File: src/rtl/cbwe_pkg.sv
// ----------------------------------------------------------------------------
// cbwe_pkg
// Shared types, command codes, waveform tables and scaling constants of the
// cassette bit waveform encoder.
// ----------------------------------------------------------------------------
package cbwe_pkg;

  localparam int SAMPLES_EACH_BIT = 38;
  localparam int BITS_EACH_BYTE   = 8;
  localparam int IDX_W            = $clog2(SAMPLES_EACH_BIT);
  localparam int SLOTS            = 8;

  localparam logic [7:0] CENTER       = 8'd127;
  localparam logic [6:0] PERCENT_BASE = 7'd100;
  localparam logic [9:0] GAIN_RESET   = 10'd10;

  // floor(x / 100) == (x * RECIP_100) >> RECIP_SHIFT for every x below 91180.
  localparam logic [16:0] RECIP_100   = 17'd83887;
  localparam int          RECIP_SHIFT = 23;

  typedef enum logic [1:0] {
    CMD_ENCODE = 2'd0,
    CMD_RAW    = 2'd1,
    CMD_CLEAR  = 2'd2,
    CMD_NONE   = 2'd3
  } cmd_t;

  // One audio sample moving between the sequencer, the scale unit and the packer.
  typedef struct packed {
    logic       valid;
    logic       last;
    logic [7:0] sample;
  } smp_t;

  localparam logic [7:0] WAVE_ONE [SAMPLES_EACH_BIT] = '{
    8'd156, 8'd178, 8'd189, 8'd191, 8'd195, 8'd179, 8'd118, 8'd88,  8'd75,  8'd70,
    8'd70,  8'd67,  8'd110, 8'd163, 8'd180, 8'd190, 8'd190, 8'd195, 8'd168, 8'd108,
    8'd84,  8'd73,  8'd69,  8'd69,  8'd68,  8'd117, 8'd165, 8'd181, 8'd190, 8'd190,
    8'd195, 8'd161, 8'd104, 8'd83,  8'd72,  8'd69,  8'd67,  8'd72
  };

  localparam logic [7:0] WAVE_ZERO [SAMPLES_EACH_BIT] = '{
    8'd165, 8'd181, 8'd190, 8'd190, 8'd195, 8'd161, 8'd104, 8'd83,  8'd72,  8'd69,
    8'd67,  8'd72,  8'd129, 8'd169, 8'd183, 8'd190, 8'd192, 8'd192, 8'd191, 8'd191,
    8'd189, 8'd189, 8'd186, 8'd189, 8'd157, 8'd98,  8'd76,  8'd65,  8'd62,  8'd61,
    8'd61,  8'd62,  8'd63,  8'd64,  8'd64,  8'd67,  8'd65,  8'd106
  };

  function automatic logic [7:0] wave_sample(input logic bit_val, input logic [IDX_W-1:0] idx);
    logic [7:0] s;
    if (bit_val) begin
      s = WAVE_ONE[idx];
    end else begin
      s = WAVE_ZERO[idx];
    end
    return s;
  endfunction

endpackage

File: src/rtl/cbwe_seq.sv
// ----------------------------------------------------------------------------
// cbwe_seq
// Sample sequencer: walks the eight bits of a byte MSB first and the table
// index within each bit, issuing one table sample per advance.
// ----------------------------------------------------------------------------
module cbwe_seq
  import cbwe_pkg::*;
(
  input  logic       clk,
  input  logic       rst,
  input  logic       start,
  input  logic [7:0] start_byte,
  input  logic       adv,
  output logic       active,
  output smp_t       smp
);

  localparam logic [IDX_W-1:0] IDX_LAST = IDX_W'(SAMPLES_EACH_BIT - 1);

  logic [7:0]       current_byte;
  logic [2:0]       bit_num;
  logic [IDX_W-1:0] idx;
  logic             bit_val;
  logic             at_end;

  assign bit_val    = current_byte[3'd7 - bit_num];
  assign at_end     = (bit_num == 3'd7) && (idx == IDX_LAST);
  assign smp.valid  = active;
  assign smp.last   = at_end;
  assign smp.sample = wave_sample(bit_val, idx);

  always_ff @(posedge clk) begin
    if (rst) begin
      active       <= 1'b0;
      current_byte <= 8'd0;
      bit_num      <= 3'd0;
      idx          <= '0;
    end else if (start) begin
      active       <= 1'b1;
      current_byte <= start_byte;
      bit_num      <= 3'd0;
      idx          <= '0;
    end else if (active && adv) begin
      if (idx == IDX_LAST) begin
        idx     <= '0;
        bit_num <= bit_num + 3'd1;
        if (at_end) begin
          active <= 1'b0;
        end
      end else begin
        idx <= idx + 1'b1;
      end
    end
  end

endmodule

File: src/rtl/cbwe_scale.sv
// ----------------------------------------------------------------------------
// cbwe_scale
// Shared three-stage scale unit: 127 + trunc((s - 127) * num / 100), clamped
// to 0..255. The division is a reciprocal multiply on the magnitude.
// ----------------------------------------------------------------------------
module cbwe_scale
  import cbwe_pkg::*;
(
  input  logic               clk,
  input  logic               rst,
  input  logic               adv,
  input  logic signed [10:0] num,
  input  smp_t               smp_in,
  output smp_t               smp_out,
  output logic               busy
);

  // Stage 1: centered sample times the gain numerator.
  logic               v1, l1;
  logic signed [19:0] p1;
  // Stage 2: quotient magnitude and sign.
  logic               v2, l2, n2;
  logic [9:0]         q2;
  // Stage 3: final sample.
  logic               v3, l3;
  logic [7:0]         s3;

  logic signed [8:0]  c;
  logic signed [19:0] p1_next;
  logic [16:0]        mag;
  logic [33:0]        recip_prod;
  logic signed [11:0] v;
  logic [7:0]         s3_next;

  assign c       = $signed({1'b0, smp_in.sample}) - $signed({1'b0, CENTER});
  assign p1_next = $signed({{11{c[8]}}, c}) * $signed({{9{num[10]}}, num});

  // The magnitude stays below 128 * 612, so 17 bits hold it.
  assign mag        = p1[19] ? 17'(-p1) : 17'(p1);
  assign recip_prod = {17'd0, mag} * {17'd0, RECIP_100};

  assign v = n2 ? ($signed({4'd0, CENTER}) - $signed({2'd0, q2}))
                : ($signed({4'd0, CENTER}) + $signed({2'd0, q2}));

  always_comb begin
    if (v < 0) begin
      s3_next = 8'd0;
    end else if (v > 12'sd255) begin
      s3_next = 8'd255;
    end else begin
      s3_next = v[7:0];
    end
  end

  always_ff @(posedge clk) begin
    if (rst) begin
      v1 <= 1'b0;
      v2 <= 1'b0;
      v3 <= 1'b0;
    end else if (adv) begin
      v1 <= smp_in.valid;
      v2 <= v1;
      v3 <= v2;
    end
  end

  always_ff @(posedge clk) begin
    if (adv) begin
      l1 <= smp_in.last;
      p1 <= p1_next;
      l2 <= l1;
      n2 <= p1[19];
      q2 <= recip_prod[RECIP_SHIFT+9:RECIP_SHIFT];
      l3 <= l2;
      s3 <= s3_next;
    end
  end

  assign smp_out.valid  = v3;
  assign smp_out.last   = l3;
  assign smp_out.sample = s3;
  assign busy           = v1 | v2 | v3;

endmodule

File: src/rtl/cassette_bit_waveform_encoder.sv
// ----------------------------------------------------------------------------
// cassette_bit_waveform_encoder
// An encode streams 304 samples, one a cycle while the output does not stall,
// through the shared scale unit, which is three stages deep. The next item is
// taken only once the sequencer, the scale unit and the pack buffer are empty,
// so output stalls delay it. A raw fill loads the pack buffer directly; the next
// item is taken once its word has moved to the output register. A clear only
// resets the running sum.
// Synchronous reset clears control state and the running sum; gain returns to 10.
// ----------------------------------------------------------------------------
module cassette_bit_waveform_encoder
  import cbwe_pkg::*;
(
  input  logic        clk,
  input  logic        rst,
  input  logic        cfg_wr_en,
  input  logic [9:0]  cfg_wr_data,
  input  logic        s_axis_tvalid,
  output logic        s_axis_tready,
  // command[1:0], data[9:2], add_to_sum[10], fill_count[14:11], zero[15]
  input  logic [15:0] s_axis_tdata,
  output logic        m_axis_tvalid,
  input  logic        m_axis_tready,
  // sample_0[7:0] .. sample_7[63:56], valid_count[67:64], running_sum[83:68],
  // zero[87:84]
  output logic [87:0] m_axis_tdata,
  output logic        m_axis_tlast
);

  logic [9:0]         gain;
  logic signed [10:0] num;
  logic [15:0]        byte_sum;

  cmd_t       in_cmd;
  logic [7:0] in_data;
  logic       in_add;
  logic [3:0] in_count;
  logic [3:0] raw_count;
  logic       in_fire;

  assign in_cmd   = cmd_t'(s_axis_tdata[1:0]);
  assign in_data  = s_axis_tdata[9:2];
  assign in_add   = s_axis_tdata[10];
  assign in_count = s_axis_tdata[14:11];
  assign raw_count = (in_count > 4'd8) ? 4'd8 : in_count;
  assign in_fire  = s_axis_tvalid && s_axis_tready;

  // Pack buffer gathers eight encoded samples, or takes a raw fill at once, before they move to the output register.
  logic [7:0] pack [SLOTS];
  logic [2:0] pack_cnt;
  logic [3:0] pack_vc;
  logic       pack_last;
  logic       pack_full;

  logic [7:0]  out_smp [SLOTS];
  logic [3:0]  out_vc;
  logic [15:0] out_sum;

  logic out_load;
  logic adv;
  logic seq_active;
  logic scale_busy;
  smp_t seq_smp;
  smp_t scale_smp;

  assign out_load = pack_full && (!m_axis_tvalid || m_axis_tready);
  assign adv      = !pack_full || out_load;
  assign s_axis_tready = !seq_active && !scale_busy && !pack_full;

  cbwe_seq u_seq (
    .clk        (clk),
    .rst        (rst),
    .start      (in_fire && (in_cmd == CMD_ENCODE)),
    .start_byte (in_data),
    .adv        (adv),
    .active     (seq_active),
    .smp        (seq_smp)
  );

  cbwe_scale u_scale (
    .clk     (clk),
    .rst     (rst),
    .adv     (adv),
    .num     (num),
    .smp_in  (seq_smp),
    .smp_out (scale_smp),
    .busy    (scale_busy)
  );

  always_ff @(posedge clk) begin
    if (rst) begin
      gain <= GAIN_RESET;
    end else if (cfg_wr_en) begin
      gain <= cfg_wr_data;
    end
  end

  always_ff @(posedge clk) begin
    if (rst) begin
      byte_sum <= 16'd0;
    end else if (in_fire) begin
      unique case (in_cmd)
        CMD_ENCODE: begin
          if (in_add) begin
            byte_sum <= byte_sum + {8'd0, in_data};
          end
        end
        CMD_CLEAR: byte_sum <= 16'd0;
        default: ;
      endcase
    end
  end

  always_ff @(posedge clk) begin
    if (in_fire && (in_cmd == CMD_ENCODE)) begin
      num <= $signed({4'd0, PERCENT_BASE}) + $signed({gain[9], gain});
    end
  end

  // Pack control.
  always_ff @(posedge clk) begin
    if (rst) begin
      pack_cnt  <= 3'd0;
      pack_full <= 1'b0;
    end else if (in_fire && (in_cmd == CMD_RAW) && (in_count != 4'd0)) begin
      pack_full <= 1'b1;
    end else if (adv && scale_smp.valid) begin
      pack_cnt  <= pack_cnt + 3'd1;
      pack_full <= (pack_cnt == 3'(SLOTS - 1));
    end else if (out_load) begin
      pack_full <= 1'b0;
    end
  end

  always_ff @(posedge clk) begin
    if (in_fire && (in_cmd == CMD_RAW)) begin
      for (int j = 0; j < SLOTS; j++) begin
        pack[j] <= (4'(j) < raw_count) ? in_data : 8'd0;
      end
      pack_vc   <= raw_count;
      pack_last <= 1'b1;
    end else if (adv && scale_smp.valid) begin
      pack[pack_cnt] <= scale_smp.sample;
      pack_vc        <= 4'(SLOTS);
      pack_last      <= scale_smp.last;
    end
  end

  // Output register.
  always_ff @(posedge clk) begin
    if (rst) begin
      m_axis_tvalid <= 1'b0;
    end else if (out_load) begin
      m_axis_tvalid <= 1'b1;
    end else if (m_axis_tready) begin
      m_axis_tvalid <= 1'b0;
    end
  end

  always_ff @(posedge clk) begin
    if (out_load) begin
      out_smp      <= pack;
      out_vc       <= pack_vc;
      out_sum      <= byte_sum;
      m_axis_tlast <= pack_last;
    end
  end

  always_comb begin
    m_axis_tdata = '0;
    for (int j = 0; j < SLOTS; j++) begin
      m_axis_tdata[8*j +: 8] = out_smp[j];
    end
    m_axis_tdata[67:64] = out_vc;
    m_axis_tdata[83:68] = out_sum;
  end

  // No sample may be in flight while a new transaction can be taken.
  a_idle_when_ready : assert property (@(posedge clk) disable iff (rst)
    s_axis_tready |-> (!scale_smp.valid && !seq_smp.valid))
    else $error("input ready while samples are in flight");

  // An accepted encode keeps the input side closed on the next cycle.
  a_encode_busy : assert property (@(posedge clk) disable iff (rst)
    (in_fire && (in_cmd == CMD_ENCODE)) |=> !s_axis_tready)
    else $error("encode did not start the sequencer");

  // Every delivered word carries between one and eight samples.
  a_valid_count : assert property (@(posedge clk) disable iff (rst)
    m_axis_tvalid |-> ((out_vc != 4'd0) && (out_vc <= 4'd8)))
    else $error("result word with bad sample count");

  // A full pack that cannot move freezes the scale pipeline.
  a_stall_holds : assert property (@(posedge clk) disable iff (rst)
    (pack_full && m_axis_tvalid && !m_axis_tready) |=> $stable(pack_cnt))
    else $error("pack buffer changed while stalled");

endmodule

File: config.mk
export PLATFORM = sky130hd
export DESIGN_NAME = cassette_bit_waveform_encoder
export DESIGN_NICKNAME = d
export VERILOG_FILES = /design/src/rtl/cbwe_pkg.sv /design/src/rtl/cbwe_seq.sv /design/src/rtl/cbwe_scale.sv /design/src/rtl/cassette_bit_waveform_encoder.sv
export SDC_FILE = /design/constraint.sdc
export NUM_CORES = 1
export LEC_CHECK = 0
export BUFFER_PORTS_ARGS = -buffer_cell sky130_fd_sc_hd__buf_2
export CAP_MARGIN = 20
export CORE_UTILIZATION = 63
export CTS_CLUSTER_SIZE = 14
export DETAILED_ROUTE_END_ITERATION = 6
export GPL_ROUTABILITY_DRIVEN = 0
export PLACE_DENSITY = 0.81
export SYNTH_ARGS = -nofsm -noshare
export SYNTH_HDL_FRONTEND = slang
export SYNTH_SLANG_ARGS = --single-unit
File: constraint.sdc
create_clock -name clk -period 9.2 [get_ports clk]
set_input_delay 0.92 -clock clk [delete_from_list [all_inputs] [get_ports clk]]
set_output_delay 0.92 -clock clk [all_outputs]
set_load 0.01 [all_outputs]
Word level (Yosys, flattened, before mapping):

Memories as Yosys holds them, arrays and structs flattened.
Index checks and enable logic that the tools add are counted.

* register bits: 259
* ROM bits: 1024
* input bits: 31
* word-level logic and storage cells: 150
* memories kept: 2

* add/sub/neg operators: 10
* multipliers: 2
* $lt $le $gt $ge: 15
* eq/ne operators: 6
* mux-type cells: 38
* bitwise logic cells: 5
* reductions and logical operators: 31

Memory list
* (name not given): words 64, width 8, read ports 1, clocked after Yosys merged registers in 0, write ports 0, RTL line cbwe_pkg.sv:52 `s = WAVE_ONE[idx];`
* (name not given): words 64, width 8, read ports 1, clocked after Yosys merged registers in 0, write ports 0, RTL line cbwe_pkg.sv:54 `s = WAVE_ZERO[idx];`

Operators with widths (count)
* $mux 64: 2
* $mux 8: 15
* $bwmux 64: 1
* $mul 17x17->33 const B: 1
* $pmux 16 s2: 1
* $demux 8 s3: 1
* $mul 9x11->20: 1
* $mux 17: 1
* $neg 17->17: 1
* $add 16x8->16: 1
* $lt 3x4->1 const A: 4
* $mux 16: 1
* $gt 12x9->1 const B: 1
* $lt 12x1->1 const B: 1
* $mux 12: 1
* $mux 4: 3
* $reduce_bool 2->1: 6
* $add 7x10->11 const A: 1
* $add 8x10->11 const A: 1
* $logic_and 1x1->1: 11
* $sub 7x10->11 const A: 1
* $mux 1: 10
* $sub 8x7->9 const B: 1
* $lt 1x4->1 const A: 2
* 28 further kinds: 38

Logic depth before layout (Yosys ltp):

* word-level depth: 10
* mapped depth: 34
* depth with buffers taken out: 31

By module:

Synthesis repeated with hierarchy kept, for this count alone.

* cell total of the unflattened synthesis: 1927
* area total of the unflattened synthesis: 21060.2 µm²

Modules (own cells, without submodules)
* cbwe_scale: instances 1, cells an instance 1146, area an instance 11340.9 µm², seq. area each 1261.2 µm²
* cassette_bit_waveform_encoder: instances 1, cells an instance 529, area an instance 7762.4 µm², seq. area each 5565.3 µm²
* cbwe_seq: instances 1, cells an instance 252, area an instance 1956.9 µm², seq. area each 360.3 µm²

Worst setup path before layout:

OpenSTA, ideal clock, no wires.

* path type: reg-to-reg
* start: reg u_seq.idx[1]
* end: reg u_scale.p1[19] (data pin)
* arrival time: 7.543 ns
* setup slack: 1.391 ns
* cell stages (with the launch flop): 33
* buffers on the path: 3
* cell sequence: dfxtp_1 -> clkbuf_1 -> inv_1 -> ha_1 -> and2_1 -> a211o_1 -> o211a_1 -> o311ai_1 -> and2_1 -> clkbuf_1 -> inv_1 -> ha_1 -> xnor2_1 -> clkbuf_1 -> nand2_1 -> fa_1 -> fa_1 -> inv_1 -> ha_1 -> inv_1 -> fa_1 -> inv_1 -> ha_1 -> ha_1 -> fa_1 -> a21o_1 -> a21oi_1 -> o21bai_1 -> a31oi_1 -> o21ai_0 -> o41ai_1 -> mux2i_1 -> nand4_1

* cells in the longest elaborated chain, start to end: 7
* elaborated cells between the ends (all ways): 10
* classes of those cells: add/sub: 1; mul: 1; mux: 5; bitwise: 1; memory: 2

Ends and longest elaborated chain
* from (decl): RTL line cbwe_seq.sv:22 `logic [IDX_W-1:0] idx;`
* from (signal assigned): RTL line cbwe_seq.sv:51 `idx <= idx + 1'b1;`
* $not 6->7 (implied by the code) *: RTL line cbwe_pkg.sv:52, cbwe_pkg.sv:54
* $mem_v2 64x8, on equally long branches
* $mux 8, on equally long branches (2 in series): RTL line cbwe_pkg.sv:54, cbwe_pkg.sv:52
* $mux 8 *: RTL line cbwe_pkg.sv:51 `if (bit_val) begin`
* $sub 8x7->9 *: RTL line cbwe_scale.sv:35 `assign c = $signed({1'b0, smp_in.sample}) - $signed({1'b0, CENTER});`
* $mul 9x11->20 *: RTL line cbwe_scale.sv:36 `assign p1_next = $signed({{11{c[8]}}, c}) * $signed({{9{num[10]}}, num});`
* net u_scale.p1_next[19]: RTL line cbwe_scale.sv:29 `logic signed [19:0] p1_next;`
* to (signal assigned): RTL line cbwe_scale.sv:70 `p1 <= p1_next;`
* to (decl): RTL line cbwe_scale.sv:20 `logic signed [19:0] p1;`

The timed path passes the listed nets; every way through them passes the cells marked *. The select of a mux whose other input is x is not followed.
A chain may end at the register's enable or synchronous reset.

Worst setup path in the final report:

* start: reg u_scale.p1[0]
* end: reg u_scale.q2[9] (data pin)

* cells in the longest elaborated chain, start to end: 3

Ends and longest elaborated chain
* $neg 17->17: RTL line cbwe_scale.sv:39 `assign mag = p1[19] ? 17'(-p1) : 17'(p1);`
* $mux 17 *: RTL line cbwe_scale.sv:39
* $mul 17x17->33 *: RTL line cbwe_scale.sv:40 `assign recip_prod = {17'd0, mag} * {17'd0, RECIP_100};`
* net u_scale.recip_prod[32]: RTL line cbwe_scale.sv:31 `logic [33:0] recip_prod;`
* to (signal assigned): RTL line cbwe_scale.sv:73 `q2 <= recip_prod[RECIP_SHIFT+9:RECIP_SHIFT];`
* to (decl): RTL line cbwe_scale.sv:23 `logic [9:0] q2;`

The timed path passes the listed nets; every way through them passes the cells marked *.

==> out/results.ini <==
[placement]
port_buffers=116
place_ws_ns=0.674
dp_hpwl_mm=33.9

[cts]
cts_tree=done
htree_levels=1
clk_pin_slew_ns=0.06
ctsHoldBuffers=0
root_buffer=clkbuf_16
cts_buffers=26
cts_sinks=257
cts_resized=0
clk-insertion-delay-late_ns=0.54
cts_buffer_depth=3
postCtsSetupBuffers=0

[grt]
grt_util_met3=0.0324
first_global_vias=14700
top_usage_layer=met2
grt-ovfl-total=0
antenna_found_initial=0
grt_start_max_net_pins=121
grtUsageMet1=0.361
grt_use_total=0.269
grt_pass1_wl_mm=72.5
grtUsageMet2=0.463

[route]
final_antenna_net_count=0
first_pass_iters=6
wire_per_inst_um=17.5
num_vias=14500
routed_wl_mm=44.3
drt_iter0_drc=1336
drc_errors=0
vias_per_cell=5.74

[synth]
async_reset_ff_frac=0
syn_inst=1972
syn_area_um2=21000
yosysWarningCount=0
synth-seq-area-share=0.342
ys_ff_latch=257
synth-main-ff-cell=edfxtp_1
syn_avg_cell_area_um2=10.6
synth_edf_count=204
synth.distinct_cells=76

[setup_path]
cp-end-kind=flop
startpoint_type=flop
crit_type=flop to flop
r2r_slack_ns=0.63
worstPathMaxFanout=7
reg2reg_from=u_scale.p1[0]
r2r_cells=26
required_ns=9.48
r2r_end=u_scale.q2[9]
arrival_ns=8.85

[hold_path]
hold_start=pack_vc[3]
hold-path-endpoint=out_vc[3]
hold-path-cell-count=0
hp-class=flop to flop

[sta]
fin_crit_sh=0.931
min_period_ns=8.57
timing_hold_violations_final=0
clock-skew-final_ns=0.0152
tightest_slew_ns=1.08
rsz0062_at_grt=no
final.setup.tns_ns=0
finalSetupViolations=0
max_freq_mhz=117
slew_viol_final=0
setup_ws_ns=0.634
relSlewSlack=0.281

[finish]
drive_gt1_frac=0.101
area_growth_pct=8.92
regArea_um2=7190
fin_util=0.701
nFillCells=2357
n_antenna_cell=0
nets=2533
multi_input_area_um2=12200

[floorplan]
pin_count=122
rows=66
core_um2=32600
start_util=0.643
fp.dieW_um=185
die_h_um=185
die-area_um2=34000

[status]
status=completed

[flow_run]
cap_violations=0

-- worst max-delay path: stages (launching register included) --
cell and delay (ns):
edfxtp_1 0.36, buf_4 0.19, inv_1 0.14, ha_1 0.19, nand2_1 0.09, or3_1 0.35, or2_2 0.30, o41ai_1 0.31
xnor2_1 0.46, inv_1 0.36, fa_1 0.63, inv_1 0.05, ha_1 0.28, inv_1 0.07, fa_1 0.45, fa_1 0.53
fa_1 0.55, inv_1 0.06, fa_1 0.49, ha_1 0.35, a21o_1 0.18, a221o_1 0.35, a41oi_1 0.41, a41oi_1 0.34
a41o_1 0.37, o41ai_1 0.35, xnor2_1 0.11
-- through the flow --
stage          instance area (µm²)  std cells  hold slack (ns)
3_3_place_gp                 22000       2482            0.401
6_report                     22900       2530            0.412
5_1_grt                      22900       2530            0.421
2_1_floorplan                21000       1975            0.400
4_1_cts                      22900       2529            0.418
3_5_place_dp                 22000       2483            0.405
-- synth_stat cells, types with 7 or more instances --
cell type	number	area, µm²
and2_1	52	325
buf_2	11	55.1
o31ai_1	32	240
or2_2	9	56.3
inv_1	344	1290
a21oi_1	59	295
and3_1	9	56.3
o21bai_1	8	60.1
nor3_1	14	70.1
clkbuf_1	46	173
nor2b_1	30	188
nor2_1	88	330
o21ai_0	59	295
mux2i_1	24	240
xnor2_1	50	438
nand4_1	7	43.8
a21o_1	19	143
a22o_1	9	78.8
nand2_1	130	488
buf_1	15	56.3
ha_1	225	2820
nand3_1	89	445
fa_1	207	4140
edfxtp_1	204	6130
xor2_1	24	210
nand2b_1	18	113
or3_1	7	43.8
dfxtp_1	53	1060
a31oi_1	12	75.1
o21a_1	7	52.6
-- final cells by class --
| cell class | instances | share of cell area |
|---|---|---|
| Tap cell | 442 | 0.0242 |
| Clock buffer | 30 | 0.0309 |
| Clock inverter | 16 | 0.00542 |
| Inverter | 347 | 0.0570 |
| Multi-Input combinational cell | 1295 | 0.534 |
| Timing Repair Buffer | 143 | 0.0340 |
| Sequential cell | 257 | 0.314 |
-- kinds of logic after synthesis --
| logic type | count (synthesis) | synth area share |
|---|---|---|
| simple gates | 484 | 0.115 |
| fa+ha+maj | 432 | 0.332 |
| buf+inv | 423 | 0.0770 |
| compound gates | 270 | 0.0854 |
| flops | 257 | 0.342 |
| xor+xnor | 74 | 0.0309 |
| mux | 31 | 0.0179 |
| other cells | 1 | 0.000179 |
-- layer usage --
layer | vias to the layer above | share of wire
met5 | - | 0
met3 | 89 | 0.067
met2 | 556 | 0.50
li1 | 6792 | -
met1 | 7083 | 0.41
met4 | 0 | 0.025
-- flip-flops by register name, summed over array words and instances, names as in the netlist, 3 cells and up --
signal,count
u_seq.bit_num,3
u_scale.p1,18
pack_cnt,3
num,11
out_vc,4
gain,10
u_scale.s3,8
u_seq.idx,6
pack,64
byte_sum,16
out_sum,16
u_scale.q2,10
pack_vc,4
u_seq.current_byte,8
m_axis_tdata,64
-- worst max-delay path by stage --
stage | from | endpoint | slack (ns) | cells past startpoint
after floorplan | u_seq.idx[1] | u_scale.p1[19] | 1.39 | 32
after global placement | u_scale.p1[0] | u_scale.q2[9] | 0.89 | 26
after detailed placement | u_scale.p1[0] | u_scale.q2[9] | 0.67 | 26
after CTS | u_scale.p1[0] | u_scale.q2[9] | 0.62 | 26
after global routing | u_scale.p1[0] | u_scale.q2[9] | 0.14 | 26
final | u_scale.p1[0] | u_scale.q2[9] | 0.63 | 26
-- cell usage in the layout, fill, tap and decap left out, types with 18 or more instances in the layout --
master / Yosys / final
inv_1: 344 / 344
ha_1: 225 / 225
fa_1: 207 / 207
edfxtp_1: 204 / 204
nand2_1: 130 / 129
buf_2: 11 / 118
nand3_1: 89 / 89
nor2_1: 88 / 88
a21oi_1: 59 / 59
o21ai_0: 59 / 59
dfxtp_1: 53 / 53
and2_1: 52 / 52
xnor2_1: 50 / 50
o31ai_1: 32 / 32
nor2b_1: 30 / 28
clkbuf_16: 0 / 27
buf_4: 4 / 25
mux2i_1: 24 / 24
xor2_1: 24 / 24
a21o_1: 19 / 19
nand2b_1: 18 / 18
Power is not shown: default switching activity piles up to over one toggle a cycle in this logic, so the estimate is an artifact.
